===== src/rtl/rvb_pkg.sv =====
package rvb_pkg;

  localparam int ENTRIES_DEF  = 64;
  localparam int DIM_DEF      = 16;
  localparam int REF_BITS_DEF = 16;

  localparam int KEY_W     = 40;
  localparam int IDX_MAX_W = 12;

  localparam logic [2:0] FN_FIND    = 3'd0;
  localparam logic [2:0] FN_INSERT  = 3'd1;
  localparam logic [2:0] FN_RESPOND = 3'd2;
  localparam logic [2:0] FN_UPDATE  = 3'd3;
  localparam logic [2:0] FN_BATCH   = 3'd4;

  localparam logic [1:0] ST_OK   = 2'd0;
  localparam logic [1:0] ST_MISS = 2'd1;
  localparam logic [1:0] ST_FULL = 2'd2;

  typedef enum logic [1:0] {
    OP_ADDREF = 2'd0,
    OP_CREATE = 2'd1,
    OP_DROP   = 2'd2
  } op_kind_t;

  typedef struct packed {
    logic                 active;
    logic                 hit;
    logic                 hit_gt1;
    logic [IDX_MAX_W-1:0] hit_idx;
    logic                 free;
    logic [IDX_MAX_W-1:0] free_idx;
  } token_t;

  typedef struct packed {
    logic                 en;
    op_kind_t             kind;
    logic [IDX_MAX_W-1:0] slot;
  } cell_op_t;

endpackage


===== src/rtl/rvb_cell.sv =====
module rvb_cell #(
  parameter int INDEX    = 0,
  parameter int REF_BITS = rvb_pkg::REF_BITS_DEF
) (
  input  logic                     clk,
  input  logic                     rst_n,
  input  logic [rvb_pkg::KEY_W-1:0] key_i,
  input  rvb_pkg::token_t          tok_i,
  output rvb_pkg::token_t          tok_o,
  input  rvb_pkg::cell_op_t        op_i
);

  logic                      valid_r;
  logic [rvb_pkg::KEY_W-1:0] key_r;
  logic [REF_BITS-1:0]       refs_r;
  rvb_pkg::token_t           tok_r;
  rvb_pkg::token_t           tok_nxt;
  logic                      sel;

  localparam logic [rvb_pkg::IDX_MAX_W-1:0] MY_IDX = rvb_pkg::IDX_MAX_W'(INDEX);

  assign sel   = op_i.en && (op_i.slot == MY_IDX);
  assign tok_o = tok_r;

  always_comb begin
    tok_nxt = tok_i;
    if (!tok_i.hit && valid_r && (key_r == key_i)) begin
      tok_nxt.hit     = 1'b1;
      tok_nxt.hit_idx = MY_IDX;
      tok_nxt.hit_gt1 = (refs_r > REF_BITS'(1));
    end
    if (!tok_i.free && !valid_r) begin
      tok_nxt.free     = 1'b1;
      tok_nxt.free_idx = MY_IDX;
    end
  end

  always_ff @(posedge clk) begin
    if (!rst_n) begin
      valid_r <= 1'b0;
      tok_r   <= '0;
    end else begin
      tok_r <= tok_nxt;
      if (sel) begin
        case (op_i.kind)
          rvb_pkg::OP_CREATE: begin
            valid_r <= 1'b1;
            key_r   <= key_i;
            refs_r  <= REF_BITS'(1);
          end
          rvb_pkg::OP_ADDREF: begin
            if (refs_r != '1) begin
              refs_r <= refs_r + REF_BITS'(1);
            end
          end
          rvb_pkg::OP_DROP: begin
            if (refs_r > REF_BITS'(1)) begin
              refs_r <= refs_r - REF_BITS'(1);
            end else begin
              valid_r <= 1'b0;
            end
          end
          default: begin
          end
        endcase
      end
    end
  end

endmodule


===== config.mk =====
export PLATFORM = sky130hd
export DESIGN_NAME = rvb_cell
export DESIGN_NICKNAME = d
export VERILOG_FILES = /design/src/rtl/rvb_pkg.sv /design/src/rtl/rvb_cell.sv
export SDC_FILE = /design/constraint.sdc
export NUM_CORES = 1
export LEC_CHECK = 0
export CAP_MARGIN = 25
export CORE_MARGIN = 1
export CORE_UTILIZATION = 50
export DETAILED_ROUTE_END_ITERATION = 12
export DONT_BUFFER_PORTS = 1
export HOLD_SLACK_MARGIN = 0.06
export PLACE_DENSITY = 0.75
export SLEW_MARGIN = 25
export SYNTH_ARGS = -nofsm -noshare
export SYNTH_HDL_FRONTEND = slang
export SYNTH_SLANG_ARGS = --single-unit

===== constraint.sdc =====
create_clock -name clk -period 11.4 [get_ports clk]
set_clock_uncertainty 0.15 [all_clocks]
set_input_delay 0.57 -clock clk [delete_from_list [all_inputs] [get_ports clk]]
set_output_delay 0.57 -clock clk [all_outputs]
set_load 0.01 [all_outputs]

==> metrics.csv <==
metric,value,unit
final setup fails,0,
Main synth FF type,edfxtp_1,
Chip Height,88.3,µm
Diodes inserted,0,
met2 WL,3370,µm
"Net Count, Synth",383,
First DRT Iteration DRCs,129,
count of pins over their slew limit,0,
router iterations before antenna repair,4,
Port Buffers,0,
met1 WL,2740,µm
crit start category,flop,
fin util,55.5,%
Worst EP arrival,2.31,ns
Final Net Count,385,
DRC Markers,0,
"commonest non-fill, non-tap cell in the layout",edfxtp_1,
met3 WL post-DR,534,µm
final hold viol count,0,
post-CTS resize count,0,
Hold WC Path Type,in2reg,
number of antenna violations at the first check in global routing,0,
worst path cell trace,inv_1 > ha_1 > o21ai_1 > nor3_1 > o21ai_0 > nor3b_4,
Peak supply drop,0.0923,mV
final wirelength,6750,µm
Pleak,1.36,nW
RSZ-0062 raised after global routing,false,
Site Rows,31,
drt via density,5.45,
wire per inst,16.8,µm
total CTS buffers,9,
max incr delay on CP,0.73,ns
Max-cap violations,0,
ys async rst share,0,%
die area,7800,µm²
Clock Pin Slew Worst Setup and Hold Paths,0.09,ns
Root Buffer,clkbuf_8,
Clock Path Buffers,2,
setup TNS,0,ns
register area,2260,µm²
status,finished clean,
Post-synth EDFFs,56,
CP max-delay cell,nor3b_4,
Die X,88.3,µm
area of the mapped netlist,3720,µm²
fin crit share,21.7,%
Worst-Skew Late Latency,0.36,ns
Final min period,2.47,ns
Multi-input gate area,1390,µm²
CTS tree,done,
Top Metal Used,met4,
fmax,0.404,GHz
hold buffers post-CTS,0,
pwr dens,142,nW/µm²
GRT overflow,0,
Area Overhead vs Synth,7.59,%
Post-Syn Instances,295,
Detailed Place HPWL,4990,µm
Non-Filler Instances,401,
via count of the first global-routing pass,2156,
Tot Pwr,0.570,mW
vias,2185,
CP max FO,16,
CP Data Required Time,11.23,ns
crit end category,flop,
core area,7210,µm²
Ys Warns,0,
most frequent cells in the layout,"edfxtp_1, xor2_1, dfxtp_1, and2_1, nor2_1",
number of I/O pins,113,
first-pass GRT wire length,10100,µm
clk sinks,85,
Max transition margin,44.8,%
Tightest Pin Transition,0.828,ns
final RePlAce weighted congestion,0.853,
H-tree lvl count,3,
placed cells,385,
largest net degree at the start of global routing,41,
Synth cell types,47,
Seq cells post-synth,85,
Filler cells,609,
"Seq/Total Area, Yosys",60.7,%
layout cell share with drive strength beyond 1,8.28,%
Synth Area per Inst,12.6,µm²
Post-CTS Setup Inserts,0,
WS Path Type,reg2reg,
Initial Util,51.6,%
GRT Util Overall,17.8,%
"antenna viol nets, final",0,
==> synthesized netlist by cell type, types with 3 or more instances <==
cell type  instances  area share [%]
a21oi_1            4            0.54
a31oi_1            3            0.50
and2_1            26             4.4
and3_1             4            0.67
and4_1             3            0.71
buf_6              4             1.2
dfxtp_1           29              16
edfxtp_1          56              45
ha_1               3             1.0
inv_1              4            0.40
nand2_1           10             1.0
nand2b_1           3            0.50
nand4_1            7             1.2
nor2_1            21             2.1
nor3_1             9             1.2
nor3b_1            3            0.60
nor4_1            10             1.7
o22ai_1            3            0.50
xnor2_1           16             3.8
xor2_1            39             9.2
==> final cells by class <==
cell class,instances,area share [%]
timing repair buffer,1,0.187
clock buffer,12,4.43
inverter,4,0.375
multi-input combinational,196,34.6
sequential,85,56.4
clock inverter,4,0.874
tap,99,3.09
==> where the power goes <==
part / switching [mW] / internal [mW] / total, mW
Combinational: 0.00573 / 0.00806 / 0.0138
Clock: 0.112 / 0.109 / 0.220
Sequential: 0.00428 / 0.332 / 0.336
Total: 0.122 / 0.448 / 0.570
==> flip-flops by register name (all words and copies together) (netlist names) <==
register  flops
refs_r       16
key_r        40
tok_o        28
valid_r       1
==> logic make-up after synthesis <==
family	Yosys count	share of synthesized area, %
DFF	85	60.7
muxes	1	0.269
buffers and inverters	14	2.49
and+or+nand+nor	115	18.4
adders and majority gates	3	1.01
AOI/OAI and AO/OA	22	4.13
xor gates and xnor gates	55	12.9
==> critical path, delay by kind of cell, from the launching register on <==
kind,cells,cell delay [ns]
simple gates,2,0.80
flops,1,0.50
compound gates,2,0.33
fa+ha+maj,1,0.24
buf+inv,1,0.07
==> layer usage <==
| metal | track usage [%] | up-vias |
|---|---|---|
| met5 | 0 | - |
| met4 | 7.04 | 0 |
| met3 | 8.12 | 10 |
| met2 | 28.8 | 80 |
| met1 | 20.6 | 1033 |
| li1 | - | 1062 |
==> path summary, 6_finish.rpt <==
check	start	end	slack, ns	cells past startpoint
max	refs_r[0]$_DFFE_PP_	refs_r[13]$_DFFE_PP_	8.93	6
min	key_i[32]	key_r[32]$_DFFE_PP_	0.15	0
max reg2reg	refs_r[0]$_DFFE_PP_	refs_r[13]$_DFFE_PP_	8.93	6
min reg2reg	valid_r$_SDFFE_PN0P_	tok_o[12]$_SDFF_PN0_	0.37	1
==> per-stage QoR <==
stage | cell area, µm² | worst slack, ns | hold slack, ns
after floorplan | 3720 | 6.65 | 0.302
final | 4010 | 8.93 | 0.151
after global placement | 3790 | 8.63 | 0.356
after CTS | 4010 | 8.88 | 0.135
after global routing | 4010 | 8.70 | 0.124
after detailed placement | 3790 | 8.89 | 0.364
(Power assumes the default switching activity.)
